`src/sv/iwec_pkg.sv`:
```
package iwec_pkg;

   localparam int COEF_W      = 32;
   localparam int ACC_W       = 40;
   localparam int WEIGHT_W    = 32;
   localparam int OFF_W       = 4;
   localparam int IDX_W       = 5;
   localparam int CUT_W       = 6;
   localparam int FRAC_SHIFT  = 24;
   localparam int MAX_STENCIL = 27;
   localparam int CSR_IDX_W   = 2;
   localparam int CSR_DATA_W  = 6;

   localparam logic [CSR_IDX_W-1:0] CSR_LOWER_OFFSET = 2'd0;
   localparam logic [CSR_IDX_W-1:0] CSR_UPPER_OFFSET = 2'd1;
   localparam logic [CSR_IDX_W-1:0] CSR_LOWER_ENTRY  = 2'd2;
   localparam logic [CSR_IDX_W-1:0] CSR_UPPER_ENTRY  = 2'd3;

   typedef struct packed {
      logic signed [COEF_W-1:0] coefficient;
      logic signed [OFF_W-1:0]  offset_along_dir;
      logic [IDX_W-1:0]         entry_index;
      logic                     last_entry;
   } req_type;

   typedef struct packed {
      logic signed [WEIGHT_W-1:0] weight_lower;
      logic signed [WEIGHT_W-1:0] weight_upper;
      logic                       center_was_zero;
   } rsp_type;

   typedef struct packed {
      logic [ACC_W-1:0] center_sum;
      logic [ACC_W-1:0] lower_sum;
      logic [ACC_W-1:0] upper_sum;
      logic             lower_cut;
      logic             upper_cut;
   } point_type;

endpackage

```
`src/sv/interp_weights_with_edge_cut_core.sv`:
```
// Interpolation weights with edge cut.
// The req channel carries one stencil coefficient per transaction together
// with its offset along the coarsening direction, its entry index and a
// last-entry mark. Each coefficient is accumulated as it is accepted, so a point
// streams in at one transaction per clock, except that its last transaction
// stalls while the divider is busy. That transaction closes the point and hands
// its sums to a bit-serial divider that produces one quotient bit per cycle for
// both weights in parallel. The rsp channel carries both Q8.24 weights and the
// zero-center flag. After the last transaction is accepted, the divider captures
// the point, runs the set-up states ST_ABS and ST_CMP, 32 divider steps in ST_RUN
// and the formatting state ST_FIN, which waits while an earlier result is held.
// While the divider is busy, coefficients of the next point are still accepted;
// only its last transaction is stalled until the divider is free again.
// The result holds steady while rsp_stall is high. Reset restores the register
// defaults and clears the accumulated sums and cut flags; in the divider only
// the state and rsp_valid are reset. The csr port writes the offset and
// cut-entry registers, to be done while idle only; the block does not enforce it.
module interp_weights_with_edge_cut_core
   import iwec_pkg::*;
(
   input  logic                  clock,
   input  logic                  reset,
   input  logic                  req_valid,
   output logic                  req_stall,
   input  req_type               req_data,
   output logic                  rsp_valid,
   input  logic                  rsp_stall,
   output rsp_type               rsp_data,
   input  logic                  csr_wr_en,
   input  logic [CSR_IDX_W-1:0]  csr_index,
   input  logic [CSR_DATA_W-1:0] csr_wr_data
);

   logic      div_busy;
   logic      div_start;
   point_type div_point;

   iwec_acc u_acc (
      .clock       (clock),
      .reset       (reset),
      .req_valid   (req_valid),
      .req_stall   (req_stall),
      .req_data    (req_data),
      .csr_wr_en   (csr_wr_en),
      .csr_index   (csr_index),
      .csr_wr_data (csr_wr_data),
      .div_busy    (div_busy),
      .div_start   (div_start),
      .div_point   (div_point)
   );

   iwec_div u_div (
      .clock     (clock),
      .reset     (reset),
      .start     (div_start),
      .point     (div_point),
      .busy      (div_busy),
      .rsp_valid (rsp_valid),
      .rsp_stall (rsp_stall),
      .rsp_data  (rsp_data)
   );

endmodule

```
`src/sv/iwec_acc.sv`:
```
module iwec_acc
   import iwec_pkg::*;
(
   input  logic                  clock,
   input  logic                  reset,
   input  logic                  req_valid,
   output logic                  req_stall,
   input  req_type               req_data,
   input  logic                  csr_wr_en,
   input  logic [CSR_IDX_W-1:0]  csr_index,
   input  logic [CSR_DATA_W-1:0] csr_wr_data,
   input  logic                  div_busy,
   output logic                  div_start,
   output point_type             div_point
);

   localparam logic [ACC_W-1:0] ACC_MAX = {1'b0, {(ACC_W-1){1'b1}}};
   localparam logic [ACC_W-1:0] ACC_MIN = {1'b1, {(ACC_W-1){1'b0}}};
   localparam logic [IDX_W-1:0] IDX_LIMIT = IDX_W'(MAX_STENCIL);

   logic [OFF_W-1:0] lower_offset_ff, lower_offset_in;
   logic [OFF_W-1:0] upper_offset_ff, upper_offset_in;
   logic [CUT_W-1:0] lower_entry_ff, lower_entry_in;
   logic [CUT_W-1:0] upper_entry_ff, upper_entry_in;

   logic [ACC_W-1:0] center_sum_ff, center_sum_in;
   logic [ACC_W-1:0] lower_sum_ff, lower_sum_in;
   logic [ACC_W-1:0] upper_sum_ff, upper_sum_in;
   logic             lower_cut_ff, lower_cut_in;
   logic             upper_cut_ff, upper_cut_in;

   logic             accept;
   logic             in_range;
   logic             hit_center, hit_lower, hit_upper;
   logic [ACC_W-1:0] coef_ext, operand, base_sum, sat_sum;
   logic [ACC_W:0]   raw_sum;
   logic             coef_zero;
   point_type        next_point;

   assign req_stall = req_data.last_entry & div_busy;
   assign accept    = req_valid & ~req_stall;

   always_comb begin
      lower_offset_in = lower_offset_ff;
      upper_offset_in = upper_offset_ff;
      lower_entry_in  = lower_entry_ff;
      upper_entry_in  = upper_entry_ff;
      if (csr_wr_en) begin
         case (csr_index)
            CSR_LOWER_OFFSET: lower_offset_in = csr_wr_data[OFF_W-1:0];
            CSR_UPPER_OFFSET: upper_offset_in = csr_wr_data[OFF_W-1:0];
            CSR_LOWER_ENTRY:  lower_entry_in  = csr_wr_data[CUT_W-1:0];
            CSR_UPPER_ENTRY:  upper_entry_in  = csr_wr_data[CUT_W-1:0];
            default: ;
         endcase
      end
   end

   always_comb begin
      in_range   = req_data.entry_index < IDX_LIMIT;
      hit_center = req_data.offset_along_dir == '0;
      hit_lower  = ~hit_center && (req_data.offset_along_dir == lower_offset_ff);
      hit_upper  = ~hit_center && ~hit_lower &&
                   (req_data.offset_along_dir == upper_offset_ff);
      coef_ext   = {{(ACC_W-COEF_W){req_data.coefficient[COEF_W-1]}},
                    req_data.coefficient};
      coef_zero  = req_data.coefficient == '0;
      operand    = hit_center ? coef_ext : (ACC_W'(0) - coef_ext);
      if (hit_center) begin
         base_sum = center_sum_ff;
      end else if (hit_lower) begin
         base_sum = lower_sum_ff;
      end else begin
         base_sum = upper_sum_ff;
      end
      raw_sum = {base_sum[ACC_W-1], base_sum} + {operand[ACC_W-1], operand};
      if (raw_sum[ACC_W] != raw_sum[ACC_W-1]) begin
         sat_sum = raw_sum[ACC_W] ? ACC_MIN : ACC_MAX;
      end else begin
         sat_sum = raw_sum[ACC_W-1:0];
      end

      next_point.center_sum = center_sum_ff;
      next_point.lower_sum  = lower_sum_ff;
      next_point.upper_sum  = upper_sum_ff;
      next_point.lower_cut  = lower_cut_ff;
      next_point.upper_cut  = upper_cut_ff;
      if (in_range) begin
         if (hit_center) begin
            next_point.center_sum = sat_sum;
         end
         if (hit_lower) begin
            next_point.lower_sum = sat_sum;
         end
         if (hit_upper) begin
            next_point.upper_sum = sat_sum;
         end
         if (coef_zero && ({1'b0, req_data.entry_index} == lower_entry_ff)) begin
            next_point.lower_cut = 1'b1;
         end
         if (coef_zero && ({1'b0, req_data.entry_index} == upper_entry_ff)) begin
            next_point.upper_cut = 1'b1;
         end
      end

      div_point = next_point;
      div_start = accept & req_data.last_entry;

      center_sum_in = center_sum_ff;
      lower_sum_in  = lower_sum_ff;
      upper_sum_in  = upper_sum_ff;
      lower_cut_in  = lower_cut_ff;
      upper_cut_in  = upper_cut_ff;
      if (accept) begin
         if (req_data.last_entry) begin
            center_sum_in = '0;
            lower_sum_in  = '0;
            upper_sum_in  = '0;
            lower_cut_in  = 1'b0;
            upper_cut_in  = 1'b0;
         end else begin
            center_sum_in = next_point.center_sum;
            lower_sum_in  = next_point.lower_sum;
            upper_sum_in  = next_point.upper_sum;
            lower_cut_in  = next_point.lower_cut;
            upper_cut_in  = next_point.upper_cut;
         end
      end
   end

   always_ff @(posedge clock) begin
      if (reset) begin
         lower_offset_ff <= OFF_W'(-1);
         upper_offset_ff <= OFF_W'(1);
         lower_entry_ff  <= CUT_W'(-1);
         upper_entry_ff  <= CUT_W'(-1);
         center_sum_ff   <= '0;
         lower_sum_ff    <= '0;
         upper_sum_ff    <= '0;
         lower_cut_ff    <= 1'b0;
         upper_cut_ff    <= 1'b0;
      end else begin
         lower_offset_ff <= lower_offset_in;
         upper_offset_ff <= upper_offset_in;
         lower_entry_ff  <= lower_entry_in;
         upper_entry_ff  <= upper_entry_in;
         center_sum_ff   <= center_sum_in;
         lower_sum_ff    <= lower_sum_in;
         upper_sum_ff    <= upper_sum_in;
         lower_cut_ff    <= lower_cut_in;
         upper_cut_ff    <= upper_cut_in;
      end
   end

endmodule

```
`src/sv/iwec_div.sv`:
```
module iwec_div
   import iwec_pkg::*;
(
   input  logic      clock,
   input  logic      reset,
   input  logic      start,
   input  point_type point,
   output logic      busy,
   output logic      rsp_valid,
   input  logic      rsp_stall,
   output rsp_type   rsp_data
);

   typedef enum logic [4:0] {
      ST_IDLE = 5'b00001,
      ST_ABS  = 5'b00010,
      ST_CMP  = 5'b00100,
      ST_RUN  = 5'b01000,
      ST_FIN  = 5'b10000
   } state_type;

   localparam int Q_W   = WEIGHT_W;
   localparam int CNT_W = $clog2(Q_W);
   localparam int LOW_W = Q_W - FRAC_SHIFT;
   localparam logic [CNT_W-1:0] CNT_LAST = CNT_W'(Q_W - 1);
   localparam logic [Q_W-1:0] POS_MAX = {1'b0, {(Q_W-1){1'b1}}};
   localparam logic [Q_W-1:0] NEG_MAX = {1'b1, {(Q_W-1){1'b0}}};

   state_type        state_ff, state_in;
   logic [CNT_W-1:0] cnt_ff, cnt_in;
   point_type        pt_ff, pt_in;
   logic [ACC_W-1:0] den_ff, den_in;
   logic [ACC_W-1:0] num_l_ff, num_l_in, num_u_ff, num_u_in;
   logic [ACC_W-1:0] rem_l_ff, rem_l_in, rem_u_ff, rem_u_in;
   logic [LOW_W-1:0] dvd_l_ff, dvd_l_in, dvd_u_ff, dvd_u_in;
   logic [Q_W-1:0]   q_l_ff, q_l_in, q_u_ff, q_u_in;
   logic             neg_l_ff, neg_l_in, neg_u_ff, neg_u_in;
   logic             ovf_l_ff, ovf_l_in, ovf_u_ff, ovf_u_in;
   logic             zero_ff, zero_in;
   rsp_type          rsp_ff, rsp_in;
   logic             out_valid_ff, out_valid_in;
   logic [ACC_W:0]   step_l, step_u;

   function automatic logic [ACC_W-1:0] abs_val(input logic [ACC_W-1:0] v);
      return v[ACC_W-1] ? (ACC_W'(0) - v) : v;
   endfunction

   function automatic logic [ACC_W:0] div_step(input logic [ACC_W-1:0] rem,
                                                input logic             din,
                                                input logic [ACC_W-1:0] den);
      logic [ACC_W:0]   trial;
      logic [ACC_W+1:0] diff;
      trial = {rem, din};
      diff  = {1'b0, trial} - {2'b00, den};
      if (!diff[ACC_W+1]) begin
         return {1'b1, diff[ACC_W-1:0]};
      end
      return {1'b0, trial[ACC_W-1:0]};
   endfunction

   function automatic logic [Q_W-1:0] sat_weight(input logic [Q_W-1:0] q,
                                                 input logic           ovf,
                                                 input logic           neg);
      if (neg) begin
         if (ovf || (q > NEG_MAX)) begin
            return NEG_MAX;
         end
         return Q_W'(0) - q;
      end
      if (ovf || q[Q_W-1]) begin
         return POS_MAX;
      end
      return q;
   endfunction

   assign busy      = state_ff != ST_IDLE;
   assign rsp_valid = out_valid_ff;
   assign rsp_data  = rsp_ff;

   always_comb begin
      state_in     = state_ff;
      cnt_in       = cnt_ff;
      pt_in        = pt_ff;
      den_in       = den_ff;
      num_l_in     = num_l_ff;
      num_u_in     = num_u_ff;
      rem_l_in     = rem_l_ff;
      rem_u_in     = rem_u_ff;
      dvd_l_in     = dvd_l_ff;
      dvd_u_in     = dvd_u_ff;
      q_l_in       = q_l_ff;
      q_u_in       = q_u_ff;
      neg_l_in     = neg_l_ff;
      neg_u_in     = neg_u_ff;
      ovf_l_in     = ovf_l_ff;
      ovf_u_in     = ovf_u_ff;
      zero_in      = zero_ff;
      rsp_in       = rsp_ff;
      out_valid_in = out_valid_ff;
      if (out_valid_ff && !rsp_stall) begin
         out_valid_in = 1'b0;
      end
      step_l   = div_step(rem_l_ff, dvd_l_ff[LOW_W-1], den_ff);
      step_u   = div_step(rem_u_ff, dvd_u_ff[LOW_W-1], den_ff);
      case (state_ff)
         ST_IDLE: begin
            if (start) begin
               pt_in    = point;
               state_in = ST_ABS;
            end
         end
         ST_ABS: begin
            den_in   = abs_val(pt_ff.center_sum);
            num_l_in = abs_val(pt_ff.lower_sum);
            num_u_in = abs_val(pt_ff.upper_sum);
            neg_l_in = pt_ff.lower_sum[ACC_W-1] ^ pt_ff.center_sum[ACC_W-1];
            neg_u_in = pt_ff.upper_sum[ACC_W-1] ^ pt_ff.center_sum[ACC_W-1];
            zero_in  = pt_ff.center_sum == '0;
            state_in = ST_CMP;
         end
         ST_CMP: begin
            ovf_l_in = {{LOW_W{1'b0}}, num_l_ff} >= {den_ff, {LOW_W{1'b0}}};
            ovf_u_in = {{LOW_W{1'b0}}, num_u_ff} >= {den_ff, {LOW_W{1'b0}}};
            rem_l_in = {{LOW_W{1'b0}}, num_l_ff[ACC_W-1:LOW_W]};
            rem_u_in = {{LOW_W{1'b0}}, num_u_ff[ACC_W-1:LOW_W]};
            dvd_l_in = num_l_ff[LOW_W-1:0];
            dvd_u_in = num_u_ff[LOW_W-1:0];
            cnt_in   = '0;
            state_in = ST_RUN;
         end
         ST_RUN: begin
            rem_l_in = step_l[ACC_W-1:0];
            rem_u_in = step_u[ACC_W-1:0];
            q_l_in   = {q_l_ff[Q_W-2:0], step_l[ACC_W]};
            q_u_in   = {q_u_ff[Q_W-2:0], step_u[ACC_W]};
            dvd_l_in = {dvd_l_ff[LOW_W-2:0], 1'b0};
            dvd_u_in = {dvd_u_ff[LOW_W-2:0], 1'b0};
            cnt_in   = cnt_ff + 1'b1;
            if (cnt_ff == CNT_LAST) begin
               state_in = ST_FIN;
            end
         end
         ST_FIN: begin
            if (!out_valid_ff || !rsp_stall) begin
               rsp_in.weight_lower    = sat_weight(q_l_ff, ovf_l_ff, neg_l_ff);
               rsp_in.weight_upper    = sat_weight(q_u_ff, ovf_u_ff, neg_u_ff);
               rsp_in.center_was_zero = zero_ff;
               if (zero_ff || pt_ff.lower_cut) begin
                  rsp_in.weight_lower = '0;
               end
               if (zero_ff || pt_ff.upper_cut) begin
                  rsp_in.weight_upper = '0;
               end
               out_valid_in = 1'b1;
               state_in     = ST_IDLE;
            end
         end
         default: state_in = ST_IDLE;
      endcase
   end

   always_ff @(posedge clock) begin
      if (reset) begin
         state_ff     <= ST_IDLE;
         out_valid_ff <= 1'b0;
      end else begin
         state_ff     <= state_in;
         out_valid_ff <= out_valid_in;
      end
      cnt_ff   <= cnt_in;
      pt_ff    <= pt_in;
      den_ff   <= den_in;
      num_l_ff <= num_l_in;
      num_u_ff <= num_u_in;
      rem_l_ff <= rem_l_in;
      rem_u_ff <= rem_u_in;
      dvd_l_ff <= dvd_l_in;
      dvd_u_ff <= dvd_u_in;
      q_l_ff   <= q_l_in;
      q_u_ff   <= q_u_in;
      neg_l_ff <= neg_l_in;
      neg_u_ff <= neg_u_in;
      ovf_l_ff <= ovf_l_in;
      ovf_u_ff <= ovf_u_in;
      zero_ff  <= zero_in;
      rsp_ff   <= rsp_in;
   end

   a_start_when_idle: assert property (@(posedge clock) disable iff (reset)
      start |-> state_ff == ST_IDLE)
      else $error("divider started while busy");

   a_rem_below_den: assert property (@(posedge clock) disable iff (reset)
      (state_ff == ST_RUN) && !zero_ff && !ovf_l_ff |-> rem_l_ff < den_ff)
      else $error("lower remainder not below divisor");

   a_zero_center: assert property (@(posedge clock) disable iff (reset)
      rsp_valid && rsp_data.center_was_zero |->
         (rsp_data.weight_lower == '0) && (rsp_data.weight_upper == '0))
      else $error("zero center with nonzero weight");

   a_out_after_fin: assert property (@(posedge clock) disable iff (reset)
      $rose(rsp_valid) |-> $past(state_ff == ST_FIN))
      else $error("result raised without final step");

endmodule
```
`config.mk`:
```
export PLATFORM = sky130hd
export DESIGN_NAME = interp_weights_with_edge_cut_core
export DESIGN_NICKNAME = d
export VERILOG_FILES = /design/src/sv/iwec_pkg.sv /design/src/sv/interp_weights_with_edge_cut_core.sv /design/src/sv/iwec_acc.sv /design/src/sv/iwec_div.sv
export SDC_FILE = /design/constraint.sdc
export NUM_CORES = 2
export LEC_CHECK = 0
export BUFFER_PORTS_ARGS = -buffer_cell sky130_fd_sc_hd__buf_2
export CAP_MARGIN = 20
export CORE_UTILIZATION = 55
export CTS_CLUSTER_SIZE = 25
export DETAILED_ROUTE_END_ITERATION = 10
export PLACE_DENSITY = 0.72
export SYNTH_ARGS = -nofsm -noshare
export SYNTH_HDL_FRONTEND = slang
export SYNTH_HIERARCHICAL = 1
export SYNTH_SLANG_ARGS = --single-unit
```
`constraint.sdc`:
```
create_clock -name clock -period 9.21 [get_ports clock]
set_input_delay 1.3815 -clock clock [delete_from_list [all_inputs] [get_ports clock]]
set_output_delay 1.3815 -clock clock [all_outputs]
set_load 0.005 [all_outputs]
```
# == Word-level counts from Yosys, hierarchy flattened ==
# Cells that the tools add are included.
# word_totals
elab_cells,172
output_inout_bits,67
ff_bits,625
# classes
muxes,67
order_cmp,5
eq_ne,18
n_reduce_logical,27
n_addsub,10
n_bitwise,8
# op_table
operator,n
two-way mux 40 bit,11
two-way mux 32 bit,12
one-hot mux 40 bit (2 select lines),2
two-way mux 122 bit,1
"subtractor 1 x 40 -> 40 bit, first input constant",3
two-way mux 39 bit,3
greater-or-equal comparator 40 x 48 -> 1 bit,2
subtractor 41 x 40 -> 42 bit,2
two-way mux 41 bit,2
"> comparator 32 bit, second input constant",2
"subtractor 1 x 32 -> 32 bit, first input constant",2
adder 40 x 40 -> 41 bit,1
zero test 40 bit,1
"subtractor 1 x 32 -> 33 bit, first input constant",1
zero test 32 bit,1
one-hot mux 8 bit (2 select lines),2
two-way mux 1 bit,29
one-hot mux 5 bit (5 select lines),1
two-way mux 5 bit,3
== test 5 x 6 -> 1 bit,2
AND reduction 2 bit,6
"== test 5 bit, second input constant",2
one-hot mux 5 bit (2 select lines),1
== test 4 bit,2
22 further kinds,41

# == Depth between registers and ports, before layout ==
# logic_depth
depth_word,11
ltp_mapped,22
depth_no_buf,19

# == By module ==
# The synthesis kept the hierarchy.
# by_module_without_submodules
mod,n_inst,cells_each,area_each_um2
iwec_div,1,2405,26429.1
iwec_acc,1,1449,10423.7

# == Least setup slack after synthesis ==
# No wires, ideal clock.
# synth_path
path_type,input port to flip-flop
start,input req_data[0] (netlist bit)
end,register u_div/pt_ff[0] (netlist bit) (enable)
cell_stages,5
arrival_ns,7.078
setup_time_ns,0.605
required_time_ns,8.605
slack_ns,1.527
cell_sequence,and2_1 nor2b_1 and2_1 inv_1 nor2_1
# synth_via
elab_chain_cells,5
# synth_lines
element,line_no,source
from (decl),interp_weights_with_edge_cut_core.sv:25,"input req_type req_data,"
bitwise AND 1 bit,iwec_acc.sv:40,assign req_stall = req_data.last_entry & div_busy;
NOT 1 bit,iwec_acc.sv:41,assign accept = req_valid & ~req_stall;
bitwise AND 1 bit,iwec_acc.sv:41,
bitwise AND 1 bit (*),iwec_acc.sv:107,div_start = accept & req_data.last_entry;
via div_start,interp_weights_with_edge_cut_core.sv:35,logic div_start;
AND reduction 2 bit (no source line) (*),n/a,
to (signal assigned),iwec_div.sv:171,pt_ff <= pt_in;
to (decl),iwec_div.sv:31,"point_type pt_ff, pt_in;"
# The timed path passes the listed nets; every way through them passes the cells marked *.
# A chain may end at the register's enable or synchronous reset.

==> metrics <==
most common cell after layout, fill and taps aside nand2_1; Hold WC Path Type flop to flop; row count 94; WP buf/inv 5; Final setup viols 0; Synth Instances 3854; CP top delay family simple AND/OR/NAND/NOR gates; R2R cell count 16; WHS Path Cells 2; FF+latch count, synth 625; Comb pwr share 16.3%; Die X 260.9 microns; FF-to-FF Start u_acc/lower_offset_ff[1]$_SDFFE_PP1P_; Remaining Overflow, GRT 0; share of cells above drive strength 1 8.951%; setup TNS 0 ps; WL per Instance 19.58 microns; Worst Hold Path EP u_acc/upper_entry_ff[1]$_SDFFE_PP1P_; initial antenna violation count 1; max_slew headroom 28.85%; H-Tree Depth 3; reg2reg setup slack 3440 ps; Worst-Margin Slew 1067 ps; Initial Util 55.85%; FF-to-FF End u_div/pt_ff[17]$_DFFE_PP_; Psw 2.087 mW; DRC 0; Lkg Pwr 14.85 nW; Area Growth Syn to Fin 10.59%; Hold Vio Cnt, Final 0; Resized Gates After CTS 0; Yosys top cell area share 38.87%; Clock power frac 38.2%; post-route ant nets 0; IO Port Bufs 121; syn nets 4104; EDFF count, synth 477; Final Routed Wirelength 94580 microns; share of power burned in registers 45.5%; sequential area share after synthesis 46.91%; starting DRC count in detailed routing 3133; Max Freq 0.1413 GHz; CTS Root Buffer Type clkbuf_16; Int Pwr 5.547 mW; Slowest cell on crit path or4_4; Via Count 29650; CP arrival 7410 ps; CP max FO 26; total global-route track usage 27.64%; Post-Syn Area 36850 sq um; final core utilization 61.77%; commonest non-fill, non-tap cells in the layout 555 x nand2_1, 477 x edfxtp_1, 404 x o21ai_0; Critical Path End Type flop; RSZ-0062 raised after global routing no; CTS Hold Bufs 0; final clock skew 27.94 ps; Core Area 65980 sq um; CTS Buf Count 67; CP Class primary input to flop; first-pass GRT wire length 149300 microns; data required time of the worst path 9540 ps; via-per-instance ratio 6.137; status completed; Power Dens Cells 187.3 nW/um^2; startpoint class of the critical path primary input; largest net degree at the start of global routing 94; critical hold path startpoint u_acc/upper_entry_ff[1]$_SDFFE_PP1P_; Clock transition at path regs 60 ps; Max-Cap Viols 0; GPL Wtd Cong 0.9124; Final Hold Slack 480.1 ps; die height 260.9 microns; CTS tree built; Clock Path Buffers 3; number of global-route vias before repair 27460; largest cells by area after synthesis edfxtp_1 39%, dfxtp_1 8.0%, ha_1 6.5%; Netlist cell types 87; I/O pin count 122; worst skew pair latency 610 ps; Ys Warns 6; DPL Wire Length 68030 microns; area of the die 68050 sq um; Cell Chain, Critical Path buf_2, inv_1, ha_1, or2b_2, or4_4, or4_4, or4_4, nor3_4, nand2_1, nand2_1, o21ai_0, buf_4, ha_1, a21o_1, a21o_1, a2111oi_0, o32ai_1, a31oi_2, xnor2_4, buf_4, buf_4, a21oi_1, o21ai_0; largest area contributor in the netlist edfxtp_1; crit-path max cell delay 540 ps; Final period util 76.82%; Setup Buffers After CTS 0; Max IR drop VDD 0.0001470 V; layout net count 4162; minimum clock period 7075 ps; share of synthesized registers carrying an async set or reset 0%; TritonCTS sink count 625; sw frac 27.34%; total iterations of the first detailed-routing run 5; final max-slew violation count 0; Synth Flop Type edfxtp_1; Syn Area/Cell 9.562 sq um
[metal layers]
layer  vias to the layer above  wire [microns]  global-route usage, %
li1                      14320               -                      -
met1                     14030           43750                  41.13
met2                      1137           41590                  42.12
met3                       161            7027                  3.438
met4                         2            2197                  7.992
met5                         -              12                      0
[worst reg2reg max path, stage by stage, from the launching register on]
cell and delay (ps):
dfxtp_1 320, xor2_1 170, nor4_2 280, buf_4 740, mux2i_1 200, o21ai_0 490, ha_1 430, a211oi_1 410
o21ai_0 180, a21oi_1 380, o32ai_1 150, a31oi_2 420, xnor2_4 210, buf_4 290, buf_4 260, a21oi_1 390
o21ai_0 170
[layout make-up]
| class | instances | area [sq um] |
|---|---|---|
| Antenna cell | 1 | 2.502 |
| Clock buffer | 88 | 1892 |
| Clock inverter | 35 | 508.0 |
| Fill cell | 5446 | 25220 |
| Inverter | 104 | 395.4 |
| Multi-Input combinational cell | 2951 | 18640 |
| Sequential cell | 625 | 17290 |
| Tap cell | 864 | 1081 |
| Timing Repair Buffer | 163 | 948.4 |
[synthesized netlist by cell type, types with 7 or more instances]
| library cell | n |
|---|---|
| a221oi_1 | 12 |
| or4_1 | 24 |
| ha_1 | 192 |
| a21o_1 | 86 |
| or3_1 | 34 |
| nand4_1 | 32 |
| nand3_1 | 50 |
| mux2_2 | 9 |
| a21boi_0 | 23 |
| mux2i_1 | 43 |
| nand3b_1 | 29 |
| a31oi_1 | 29 |
| and2_1 | 13 |
| nor2b_1 | 31 |
| o21a_1 | 13 |
| nor3_1 | 83 |
| maj3_1 | 23 |
| xor2_1 | 62 |
| and3_1 | 17 |
| o41ai_1 | 23 |
| a22o_1 | 18 |
| a21oi_1 | 328 |
| xnor2_1 | 206 |
| nor3b_1 | 10 |
| or3_4 | 10 |
| clkbuf_1 | 161 |
| o31ai_1 | 65 |
| nor2_1 | 259 |
| or4_4 | 11 |
| a211oi_1 | 53 |
| edfxtp_1 | 477 |
| nand2_1 | 556 |
| a22oi_1 | 7 |
| or2_2 | 15 |
| o21ai_0 | 409 |
| buf_1 | 7 |
| o21bai_1 | 20 |
| nand2b_1 | 17 |
| a211o_1 | 10 |
| nor4_1 | 22 |
| dfxtp_1 | 148 |
| o211ai_1 | 14 |
| inv_1 | 101 |
[kinds of logic after synthesis]
logic type,share of synthesized area [%]
AO/OA/AOI/OAI,19.37
adder cells (fa/ha/maj),7.306
flip-flops,46.91
AND/OR/NAND/NOR,15.69
buffers and inverters,2.869
multiplexers,1.443
XOR/XNOR,6.413
[through the flow]
| stage | std cells | cell area (sq um) | power, mW | setup slack [ps] |
|---|---|---|---|---|
| floorplan | 3854 | 36850 | 4.384 | 1527 |
| detailed placement | 4704 | 38300 | 4.748 | 1589 |
| global placement | 4704 | 38300 | 4.727 | 1618 |
| finish | 4831 | 40760 | 7.634 | 2135 |
| global route | 4830 | 40750 | 7.949 | 1701 |
| CTS | 4827 | 40700 | 7.666 | 2234 |
[power by group through the flow]
stage	registers [mW]	clock network [mW]	logic, mW
3_5_place_dp	3.53	0	1.22
3_3_place_gp	3.53	0	1.20
5_1_grt	3.49	3.08	1.38
4_1_cts	3.47	2.97	1.23
2_1_floorplan	3.48	0	0.903
6_report	3.47	2.92	1.24
[sequential cells by signal, indices dropped and copies added (netlist names), 32 cells and up]
signal and cells:
u_div/pt_ff 122, u_div/rsp_data 65, u_acc/center_sum_ff 40, u_acc/lower_sum_ff 40, u_acc/upper_sum_ff 40, u_div/den_ff 40
u_div/num_l_ff 40, u_div/num_u_ff 40, u_div/rem_l_ff 40, u_div/rem_u_ff 40, u_div/q_l_ff 32, u_div/q_u_ff 32
[how the worst max path moves through the flow]
stage,cells past startpoint,slack [ps],endpoint,start
4_1_cts,22,2230,u_div/pt_ff[22]$_DFFE_PP_,req_data[10]
5_1_grt,22,1700,u_div/pt_ff[105]$_DFFE_PP_,req_data[10]
3_5_place_dp,22,1590,u_div/pt_ff[22]$_DFFE_PP_,req_data[10]
3_3_place_gp,22,1620,u_div/pt_ff[76]$_DFFE_PP_,req_data[10]
6_report,23,2130,u_div/pt_ff[17]$_DFFE_PP_,req_data[10]
2_1_floorplan,5,1530,u_div/pt_ff[0]$_DFFE_PP_,req_data[0]
(Power assumes the default switching activity.)
